`config.mk`:
```
export PLATFORM = sky130hd
export DESIGN_NAME = terminal_line_discipline_top
export DESIGN_NICKNAME = d
export VERILOG_FILES = /design/src/rtl/core/tld_pkg.sv /design/src/rtl/core/tld_ctrl.sv /design/src/rtl/core/tld_dpath.sv /design/src/rtl/core/terminal_line_discipline_top.sv
export SDC_FILE = /design/constraint.sdc
export NUM_CORES = 1
export LEC_CHECK = 0
export ABC_CLOCK_PERIOD_IN_PS = 3100
export BUFFER_PORTS_ARGS = -buffer_cell sky130_fd_sc_hd__buf_2
export CAP_MARGIN = 40
export CORE_MARGIN = 10
export CORE_UTILIZATION = 40
export CTS_CLUSTER_DIAMETER = 60
export DETAILED_ROUTE_END_ITERATION = 12
export HOLD_SLACK_MARGIN = 0.03
export PLACE_DENSITY = 0.69
export SETUP_SLACK_MARGIN = 0.05
export SLEW_MARGIN = 5
export SYNTH_ARGS = -nofsm -noshare
export SYNTH_HDL_FRONTEND = slang
export SYNTH_SLANG_ARGS = --single-unit
```
`constraint.sdc`:
```
create_clock -name clk -period 3.1 [get_ports clk]
set_clock_uncertainty 0.05 [all_clocks]
set_input_delay 0.465 -clock clk [delete_from_list [all_inputs] [get_ports clk]]
set_output_delay 0.465 -clock clk [all_outputs]
set_load 0.01 [all_outputs]
```
`src/rtl/core/tld_pkg.sv`:
```
// Types, constants and sequencing functions of the terminal line discipline.
// Shared by tld_ctrl, tld_dpath and terminal_line_discipline_top; depends on nothing.
package tld_pkg;

    localparam logic [7:0] CH_CR = 8'h0D;
    localparam logic [7:0] CH_LF = 8'h0A;
    localparam logic [7:0] CH_BS = 8'h08;

    localparam logic STREAM_SCREEN = 1'b0;
    localparam logic STREAM_LINE   = 1'b1;

    typedef enum logic [1:0] {
        REG_ECHO      = 2'd0,
        REG_CANONICAL = 2'd1,
        REG_POST_PROC = 2'd2,
        REG_CR_TO_CRLF = 2'd3
    } reg_index_t;

    typedef enum logic [3:0] {
        S_IDLE,
        S_ECHO,
        S_ECHO_LF,
        S_RAW_CR,
        S_RAW_LF,
        S_RAW_BYTE,
        S_EOL_CR,
        S_EOL_LF,
        S_FLUSH
    } state_t;

    typedef enum logic [2:0] {
        SEL_SCREEN_BYTE,
        SEL_SCREEN_CR,
        SEL_SCREEN_LF,
        SEL_LINE_CR,
        SEL_LINE_LF,
        SEL_LINE_BYTE,
        SEL_LINE_STORE
    } sel_t;

    // Decoded view of one word: what it will produce.
    typedef struct packed {
        logic echo;
        logic post_proc;
        logic is_lf;
        logic is_cr;
        logic raw;
        logic cr_to_crlf;
        logic flush;
    } ctx_t;

    typedef struct packed {
        logic accept;
        logic emit;
        sel_t sel;
        logic last;
        logic rd_first;
        logic rd_next;
    } cmd_t;

    typedef struct packed {
        logic out_space;
        logic line_more;
        ctx_t in_ctx;
        ctx_t cur_ctx;
    } status_t;

    function automatic state_t after_echo(input ctx_t c);
        state_t s;
        if (c.raw) begin
            if (c.is_cr) begin
                s = c.cr_to_crlf ? S_RAW_CR : S_RAW_LF;
            end else begin
                s = S_RAW_BYTE;
            end
        end else if (c.flush) begin
            s = S_EOL_CR;
        end else begin
            s = S_IDLE;
        end
        return s;
    endfunction

    function automatic state_t first_step(input ctx_t c);
        return c.echo ? S_ECHO : after_echo(c);
    endfunction

    function automatic state_t step_after(input state_t st, input ctx_t c, input logic more);
        state_t s;
        case (st)
            S_ECHO:     s = (c.post_proc && c.is_lf) ? S_ECHO_LF : after_echo(c);
            S_ECHO_LF:  s = after_echo(c);
            S_RAW_CR:   s = S_RAW_LF;
            S_RAW_LF:   s = S_IDLE;
            S_RAW_BYTE: s = S_IDLE;
            S_EOL_CR:   s = S_EOL_LF;
            S_EOL_LF:   s = S_FLUSH;
            S_FLUSH:    s = more ? S_FLUSH : S_IDLE;
            default:    s = S_IDLE;
        endcase
        return s;
    endfunction

endpackage

```
`src/rtl/core/tld_ctrl.sv`:
```
// Sequencing state machine of the terminal line discipline.
// Depends on tld_pkg; drives the command struct of tld_dpath from its status struct.
module tld_ctrl
    import tld_pkg::*;
(
    input  logic    clk,
    input  logic    rst_n,
    input  logic    in_valid,
    output logic    in_stall,
    input  status_t status,
    output cmd_t    cmd
);

    state_t state_reg;
    state_t state_next;
    state_t step_next;

    always_ff @(posedge clk or negedge rst_n) begin
        if (!rst_n) begin
            state_reg <= S_IDLE;
        end else begin
            state_reg <= state_next;
        end
    end

    always_comb
    begin
        step_next = step_after(state_reg, status.cur_ctx, status.line_more);
    end

    always_comb
    begin
        state_next = state_reg;
        case (state_reg)
            S_IDLE:
            begin
                if (in_valid) begin
                    state_next = first_step(status.in_ctx);
                end
            end
            default:
            begin
                if (status.out_space) begin
                    state_next = step_next;
                end
            end
        endcase
    end

    always_comb
    begin
        in_stall     = (state_reg != S_IDLE);
        cmd.accept   = (state_reg == S_IDLE) && in_valid;
        cmd.emit     = (state_reg != S_IDLE) && status.out_space;
        cmd.last     = (step_next == S_IDLE);
        cmd.rd_first = cmd.emit && (state_reg == S_EOL_LF);
        cmd.rd_next  = cmd.emit && (state_reg == S_FLUSH);
        case (state_reg)
            S_ECHO:
            begin
                cmd.sel = (status.cur_ctx.post_proc && status.cur_ctx.is_lf)
                          ? SEL_SCREEN_CR : SEL_SCREEN_BYTE;
            end
            S_ECHO_LF:  cmd.sel = SEL_SCREEN_LF;
            S_RAW_CR:   cmd.sel = SEL_LINE_CR;
            S_RAW_LF:   cmd.sel = SEL_LINE_LF;
            S_RAW_BYTE: cmd.sel = SEL_LINE_BYTE;
            S_EOL_CR:   cmd.sel = SEL_SCREEN_CR;
            S_EOL_LF:   cmd.sel = SEL_SCREEN_LF;
            S_FLUSH:    cmd.sel = SEL_LINE_STORE;
            default:    cmd.sel = SEL_SCREEN_BYTE;
        endcase
    end

`ifndef SYNTHESIS
    a_last_returns_idle: assert property (@(posedge clk) disable iff (!rst_n)
        cmd.emit && cmd.last |=> state_reg == S_IDLE)
        else $error("final word of an item did not return the sequencer to idle");

    a_hold_when_blocked: assert property (@(posedge clk) disable iff (!rst_n)
        state_reg != S_IDLE && !status.out_space |=> state_reg == $past(state_reg))
        else $error("sequencer advanced while the output register was full");
`endif

endmodule

```
`src/rtl/core/tld_dpath.sv`:
```
// Datapath of the terminal line discipline: registers, line store, output register.
// Depends on tld_pkg; commanded by tld_ctrl.
module tld_dpath
    import tld_pkg::*;
#(
    parameter int LINE_DEPTH = 32
)
(
    input  logic        clk,
    input  logic        rst_n,
    input  logic        operation,
    input  logic [7:0]  in_byte,
    output logic        out_valid,
    input  logic        out_stall,
    output logic        out_stream,
    output logic [7:0]  out_byte,
    output logic        out_last,
    input  logic        psel,
    input  logic        penable,
    input  logic        pwrite,
    input  logic [3:0]  paddr,
    input  logic [31:0] pwdata,
    output logic [31:0] prdata,
    input  cmd_t        cmd,
    output status_t     status
);

    localparam int CNT_W = $clog2(LINE_DEPTH + 1);
    localparam int IDX_W = $clog2(LINE_DEPTH);

    logic echo_reg;
    logic canon_reg;
    logic post_proc_reg;
    logic cr_to_crlf_reg;

    logic [7:0]       line_mem [LINE_DEPTH];
    logic [CNT_W-1:0] count_reg;
    logic [CNT_W-1:0] flush_len_reg;
    logic [IDX_W-1:0] rd_idx_reg;
    logic [7:0]       rd_data_reg;
    logic [CNT_W-1:0] rd_nxt;
    logic [IDX_W-1:0] rd_addr;

    logic [7:0] byte_reg;
    ctx_t       ctx_reg;
    ctx_t       in_ctx;

    logic       out_valid_reg;
    logic       out_stream_reg;
    logic [7:0] out_byte_reg;
    logic       out_last_reg;
    logic       out_space;

    logic       cfg_write;
    reg_index_t cfg_index;
    logic       is_bs;
    logic       do_backspace;
    logic       do_store;
    logic [7:0] emit_byte;
    logic       emit_stream;

    assign cfg_write = psel && penable && pwrite;
    assign cfg_index = reg_index_t'(paddr[3:2]);

    always_ff @(posedge clk or negedge rst_n)
    begin
        if (!rst_n)
        begin
            echo_reg       <= 1'b1;
            canon_reg      <= 1'b1;
            post_proc_reg  <= 1'b1;
            cr_to_crlf_reg <= 1'b0;
        end
        else if (cfg_write)
        begin
            case (cfg_index)
                REG_ECHO:       echo_reg       <= pwdata[0];
                REG_CANONICAL:  canon_reg      <= pwdata[0];
                REG_POST_PROC:  post_proc_reg  <= pwdata[0];
                REG_CR_TO_CRLF: cr_to_crlf_reg <= pwdata[0];
                default:        echo_reg       <= echo_reg;
            endcase
        end
    end

    always_comb
    begin
        case (cfg_index)
            REG_ECHO:       prdata = {31'd0, echo_reg};
            REG_CANONICAL:  prdata = {31'd0, canon_reg};
            REG_POST_PROC:  prdata = {31'd0, post_proc_reg};
            REG_CR_TO_CRLF: prdata = {31'd0, cr_to_crlf_reg};
            default:        prdata = 32'd0;
        endcase
    end

    always_comb
    begin
        is_bs             = (in_byte == CH_BS);
        do_backspace      = !operation && canon_reg && is_bs && (count_reg != '0);
        in_ctx.echo       = operation || echo_reg;
        in_ctx.post_proc  = post_proc_reg;
        in_ctx.is_lf      = (in_byte == CH_LF);
        in_ctx.is_cr      = (in_byte == CH_CR);
        in_ctx.raw        = !operation && !canon_reg;
        in_ctx.cr_to_crlf = cr_to_crlf_reg;
        in_ctx.flush      = !operation && canon_reg && !do_backspace
                            && (in_ctx.is_cr || count_reg >= CNT_W'(LINE_DEPTH - 1));
        do_store          = !operation && canon_reg && !do_backspace;
    end

    always_ff @(posedge clk)
    begin
        if (cmd.accept)
        begin
            byte_reg <= in_byte;
            ctx_reg  <= in_ctx;
        end
    end

    // Line store: written at accept time, read one entry per flushed word.
    always_ff @(posedge clk)
    begin
        if (cmd.accept && do_store)
        begin
            line_mem[count_reg[IDX_W-1:0]] <= in_ctx.flush ? CH_LF : in_byte;
        end
        if (cmd.rd_first || cmd.rd_next)
        begin
            rd_data_reg <= line_mem[rd_addr];
        end
    end

    assign rd_nxt  = CNT_W'(rd_idx_reg) + CNT_W'(1);
    assign rd_addr = cmd.rd_first ? '0 : rd_nxt[IDX_W-1:0];

    always_ff @(posedge clk or negedge rst_n)
    begin
        if (!rst_n)
        begin
            count_reg     <= '0;
            flush_len_reg <= '0;
            rd_idx_reg    <= '0;
        end
        else
        begin
            if (cmd.accept && do_backspace)
            begin
                count_reg <= count_reg - CNT_W'(1);
            end
            else if (cmd.accept && do_store && in_ctx.flush)
            begin
                flush_len_reg <= count_reg + CNT_W'(1);
                count_reg     <= '0;
            end
            else if (cmd.accept && do_store)
            begin
                count_reg <= count_reg + CNT_W'(1);
            end
            if (cmd.rd_first || cmd.rd_next)
            begin
                rd_idx_reg <= rd_addr;
            end
        end
    end

    always_comb
    begin
        case (cmd.sel)
            SEL_SCREEN_BYTE:
            begin
                emit_stream = STREAM_SCREEN;
                emit_byte   = byte_reg;
            end
            SEL_SCREEN_CR:
            begin
                emit_stream = STREAM_SCREEN;
                emit_byte   = CH_CR;
            end
            SEL_SCREEN_LF:
            begin
                emit_stream = STREAM_SCREEN;
                emit_byte   = CH_LF;
            end
            SEL_LINE_CR:
            begin
                emit_stream = STREAM_LINE;
                emit_byte   = CH_CR;
            end
            SEL_LINE_LF:
            begin
                emit_stream = STREAM_LINE;
                emit_byte   = CH_LF;
            end
            SEL_LINE_BYTE:
            begin
                emit_stream = STREAM_LINE;
                emit_byte   = byte_reg;
            end
            SEL_LINE_STORE:
            begin
                emit_stream = STREAM_LINE;
                emit_byte   = rd_data_reg;
            end
            default:
            begin
                emit_stream = STREAM_SCREEN;
                emit_byte   = byte_reg;
            end
        endcase
    end

    assign out_space = !out_valid_reg || !out_stall;

    always_ff @(posedge clk or negedge rst_n)
    begin
        if (!rst_n)
        begin
            out_valid_reg <= 1'b0;
        end
        else if (cmd.emit)
        begin
            out_valid_reg <= 1'b1;
        end
        else if (!out_stall)
        begin
            out_valid_reg <= 1'b0;
        end
    end

    always_ff @(posedge clk)
    begin
        if (cmd.emit)
        begin
            out_stream_reg <= emit_stream;
            out_byte_reg   <= emit_byte;
            out_last_reg   <= cmd.last;
        end
    end

    assign out_valid  = out_valid_reg;
    assign out_stream = out_stream_reg;
    assign out_byte   = out_byte_reg;
    assign out_last   = out_last_reg;

    always_comb
    begin
        status.out_space = out_space;
        status.line_more = (rd_nxt < flush_len_reg);
        status.in_ctx    = in_ctx;
        status.cur_ctx   = ctx_reg;
    end

`ifndef SYNTHESIS
    a_count_bound: assert property (@(posedge clk) disable iff (!rst_n)
        count_reg < CNT_W'(LINE_DEPTH))
        else $error("line count reached the store depth");

    a_read_in_line: assert property (@(posedge clk) disable iff (!rst_n)
        cmd.rd_next |-> CNT_W'(rd_idx_reg) < flush_len_reg)
        else $error("flush read past the end of the collected line");
`endif

endmodule

```
`src/rtl/core/terminal_line_discipline_top.sv`:
```
// Top level of the terminal line discipline: controller plus datapath.
// Depends on tld_pkg, tld_ctrl and tld_dpath.
//
//   Channel  Direction  Handshake            Payload
//   input    in         in_valid, in_stall   operation, in_byte, in_last
//   output   out        out_valid, out_stall out_stream, out_byte, out_last
//   config   in         APB psel/penable     paddr, pwdata, prdata (pready high)
//
// A word is taken while the sequencer is idle; each result word is then emitted when
// the output register is free, and a line flush is paced by one store read per word.
// Reset clears the registers to their defaults and empties the line.
// A stall on the output holds the sequencer; the input is stalled until it is idle.
module terminal_line_discipline_top
    import tld_pkg::*;
#(
    parameter int LINE_DEPTH = 32
)
(
    input  logic        clk,
    input  logic        rst_n,
    input  logic        in_valid,
    output logic        in_stall,
    input  logic        operation,
    input  logic [7:0]  in_byte,
    input  logic        in_last,
    output logic        out_valid,
    input  logic        out_stall,
    output logic        out_stream,
    output logic [7:0]  out_byte,
    output logic        out_last,
    input  logic        psel,
    input  logic        penable,
    input  logic        pwrite,
    input  logic [3:0]  paddr,
    input  logic [31:0] pwdata,
    output logic [31:0] prdata,
    output logic        pready
);

    cmd_t    cmd;
    status_t status;

    assign pready = 1'b1;

    tld_ctrl u_ctrl (
        .clk      (clk),
        .rst_n    (rst_n),
        .in_valid (in_valid),
        .in_stall (in_stall),
        .status   (status),
        .cmd      (cmd)
    );

    tld_dpath #(
        .LINE_DEPTH (LINE_DEPTH)
    ) u_dpath (
        .clk        (clk),
        .rst_n      (rst_n),
        .operation  (operation),
        .in_byte    (in_byte),
        .out_valid  (out_valid),
        .out_stall  (out_stall),
        .out_stream (out_stream),
        .out_byte   (out_byte),
        .out_last   (out_last),
        .psel       (psel),
        .penable    (penable),
        .pwrite     (pwrite),
        .paddr      (paddr),
        .pwdata     (pwdata),
        .prdata     (prdata),
        .cmd        (cmd),
        .status     (status)
    );

endmodule

```
==> results by group <==
Outcome
  • Status: completed

Synth
  • Synth unique cells: 65
  • Synth Cell Area: 13650 um2
  • Post-synth EDFFs: 288
  • Ys Warns: 0
  • Synth Instances: 937
  • Post-synthesis sequential area ratio: between 60% and 70%
  • FFs w/ async S/R, synth: 8.280%
  • Primary FF master, synth: edfxtp_1
  • Syn_area_per_cell: 14.57 um2
  • Synthesized flop and latch total: around 310

Worst setup path
  • CP Data Arrival Time: approximately 3.1 ns
  • Crit path max fanout: 8
  • Crit-path max cell delay: roughly 0.68 ns
  • CP Launch Type: flop
  • Worst reg-to-reg path cell count: 6
  • Crit path from: u_dpath.count_reg[3]
  • R2R Path Start: u_dpath.count_reg[3]
  • Critical path endpoint: u_dpath.line_mem[3][4]
  • CP required: between 3 and 4 ns
  • Setup Crit Path Kind: flop to flop
  • Crit Reg-Reg Endpoint: u_dpath.line_mem[3][4]
  • Critical Path End Type: flop
  • Cells along the critical path: or3_4, or3b_1, and3_1, nor2_8, nand2_2, nor2_1
  • Slowest cell on crit path: nor2_1
  • Flop2flop setup slack: 0.20 ns

Timing
  • Worst Max-Slew Pin Slew: about 0.91 ns
  • Finish-stage setup viols: 0
  • RSZ-0062 raised after global routing: no
  • Max Fclk: approximately 0.34 GHz
  • Setup TNS Final: 0 ns
  • Hold violation total from the final report: 0
  • Period utilization: ~94%
  • Relative slew slack: around 39%
  • Fin crit period: 2.900 ns
  • Final Max Tran Viols: 0

Die
  • I/O pins: just under 100
  • Die X: 204.8 um
  • Die height: 204.8 um
  • Row cnt: 67
  • Die area: approximately 42000 um2
  • Core Area: about 34000 um2
  • Starting Density: between 40% and 50%

Power and ir drop
  • Sw frac: roughly a third
  • Leakage: between 5 and 6 nW
  • Pwr/cell area: ~900 nW/um2
  • Cell-internal power: 9.137 mW
  • Worst IR Drop VDD: between 400 and 500 uV
  • Clock power share: 27.5%
  • Share of power burned in registers: a little under two fifths
  • Sw Pwr: roughly 4.5 mW
  • Logic pwr share: 34.6%

Global route
  • Initial antenna violation count: 0
  • Largest net degree at the start of global routing: 50
  • GR Util met1: a little under a fifth
  • GRT met3 Usage: approximately 3.1%
  • Global-route wire length before repair: 46220 um
  • Vias in the first global route: 8003
  • GR Util met2: between 20% and 30%
  • Gr busiest metal: met2
  • GRT overflow: 0
  • Overall Global Routing Usage: 14.00%

Clocking
  • Maximum level of the CTS H-tree: 1
  • CTS tree: built
  • Clk slew on worst S/H paths: 0.06 ns
  • CTS root buf: clkbuf_16
  • Clk_lat worst skew: around 0.58 ns
  • Post-CTS setup buffers: 0
  • CTS Sinks: about 310
  • CTS buffer count: 31
  • Longest Clk Path Bufs: 3

Place
  • Hpwl dp: between 15000 and 20000 um
  • Gpl congestion: 0.8348
  • Post-DP Area: around 15000 um2
  • Input/output buffers: 31

Cells and area
  • Max FFs per register: around 260
  • Area delta synth->final: 13.88%
  • Ratio of cells with drive above 1 in the final layout: between 20% and 30%
  • Most common cell after layout, fill and taps aside: edfxtp_1
  • Most frequent cells in the layout: edfxtp_1, nor2_1, nand2_1
  • Final Cell Area: ~16000 um2
  • Diode count: 0
  • Nets@finish: 1061

Run
  • Max Cap Violations: 0

Routing
  • Routed wire length: approximately 30000 um
  • DRC viols: 0
  • Vias post-DR: between 8000 and 9000
  • Drt wl/cell: ~20 um
  • Vias per inst: ~5.5
  • ANT nets after route: 0
  • Initial DRC count: between 600 and 700
  • Pre-antenna DRT Iters: 5

Hold path
  • Hold WC Path Type: input port to flop
-- kinds of logic (layout without fill, tap and decap cells) --
kind of cell	count (synthesis)	after routing	share of synthesized area, %
xor gates and xnor gates	8	8	0.5682
adders and majority gates	10	10	0.9164
other	2	32	0.05501
and+or+nand+nor	247	247	8.917
muxes	72	72	8.651
DFF	314	314	68.14
AOI/OAI and AO/OA	183	183	8.853
buffers and inverters	101	156	3.904
-- routing by layer --
layer	routed length, um	vias to the layer above
li1	-	3662
met1	12610	4020
met2	13970	318
met3	2389	65
met4	905	0
met5	0	-
-- worst max-delay path: cells and delay by family (launching register included) --
kind          cells  cell delay [ns]
flops             1             0.38
simple gates      6             2.10
-- power by group through the flow --
stage / logic [mW] / clock network [mW] / registers (mW)
after floorplan: 3.16 / 0 / 5.27
after CTS: 4.73 / 3.82 / 5.19
after global routing: 5.13 / 4.00 / 5.21
after global placement: 4.63 / 0 / 5.26
after detailed placement: 4.70 / 0 / 5.27
final: 4.73 / 3.77 / 5.19
-- stage by stage --
stage	power [mW]	hold slack (ns)	util [%]	worst slack, ns	cells
2_1_floorplan	8.430	0.1194	-	0.4094	967
6_report	13.68	0.05486	46.25	0.1998	1470
3_5_place_dp	9.976	0.4383	43.18	0.1636	1412
4_1_cts	13.73	0.03641	46.25	0.1627	1470
5_1_grt	14.34	0.03406	46.25	0.07702	1470
3_3_place_gp	9.888	0.4163	43.17	0.2245	1411
-- worst min-delay path by stage --
stage / end / startpoint / cells after the start / slack, ns
2_1_floorplan: u_ctrl.state_reg[0] / rst_n / 0 / 0.12
4_1_cts: u_dpath.byte_reg[5] / in_byte[5] / 1 / 0.04
6_report: u_dpath.byte_reg[5] / in_byte[5] / 1 / 0.05
5_1_grt: u_dpath.byte_reg[5] / in_byte[5] / 1 / 0.03
3_5_place_dp: u_dpath.flush_len_reg[0] / u_dpath.flush_len_reg[0] / 2 / 0.44
3_3_place_gp: u_dpath.flush_len_reg[0] / u_dpath.flush_len_reg[0] / 2 / 0.42
-- Yosys cell counts (5+ instances only) --
library cell | n | share of area, %
a21oi_1 | 60 | 2.2
and2_1 | 9 | 0.41
nor2_1 | 83 | 2.3
dfrtp_1 | 23 | 4.2
nand3b_1 | 13 | 0.71
ha_1 | 10 | 0.92
a22oi_1 | 8 | 0.44
nand2_1 | 72 | 2.0
mux2_2 | 38 | 3.1
buf_2 | 21 | 0.77
a221oi_1 | 8 | 0.51
o221ai_1 | 13 | 0.83
mux4_2 | 33 | 5.4
o211ai_1 | 14 | 0.77
o21ai_0 | 28 | 1.0
buf_4 | 32 | 1.8
nand3_1 | 13 | 0.48
edfxtp_1 | 288 | 63
nor3_1 | 17 | 0.62
a31oi_1 | 11 | 0.50
a211oi_1 | 8 | 0.44
nor2b_1 | 9 | 0.41
nand2b_1 | 7 | 0.32
clkbuf_1 | 25 | 0.69
inv_1 | 17 | 0.47
a221o_1 | 9 | 0.66
buf_1 | 5 | 0.14
-- layout make-up --
| class | count | area [um2] |
|---|---|---|
| fillers | 2908 | 18070 |
| flip-flops and latches | 314 | 9306 |
| multi-input cells | 552 | 3933 |
| clock buffers | 34 | 787.0 |
| repair buffers | 82 | 663.1 |
| well taps | 448 | 560.5 |
| clock inverters | 23 | 235.2 |
| inverters | 17 | 63.81 |
-- repair_timing --
action / CTS / global route
setup endpoints to repair: 0 / 0
hold endpoints to repair: 23 / 0
gates resized for setup: 0 / 0
hold buffers: 1 / 0
No activity file was read; power rests on OpenSTA's default activity.
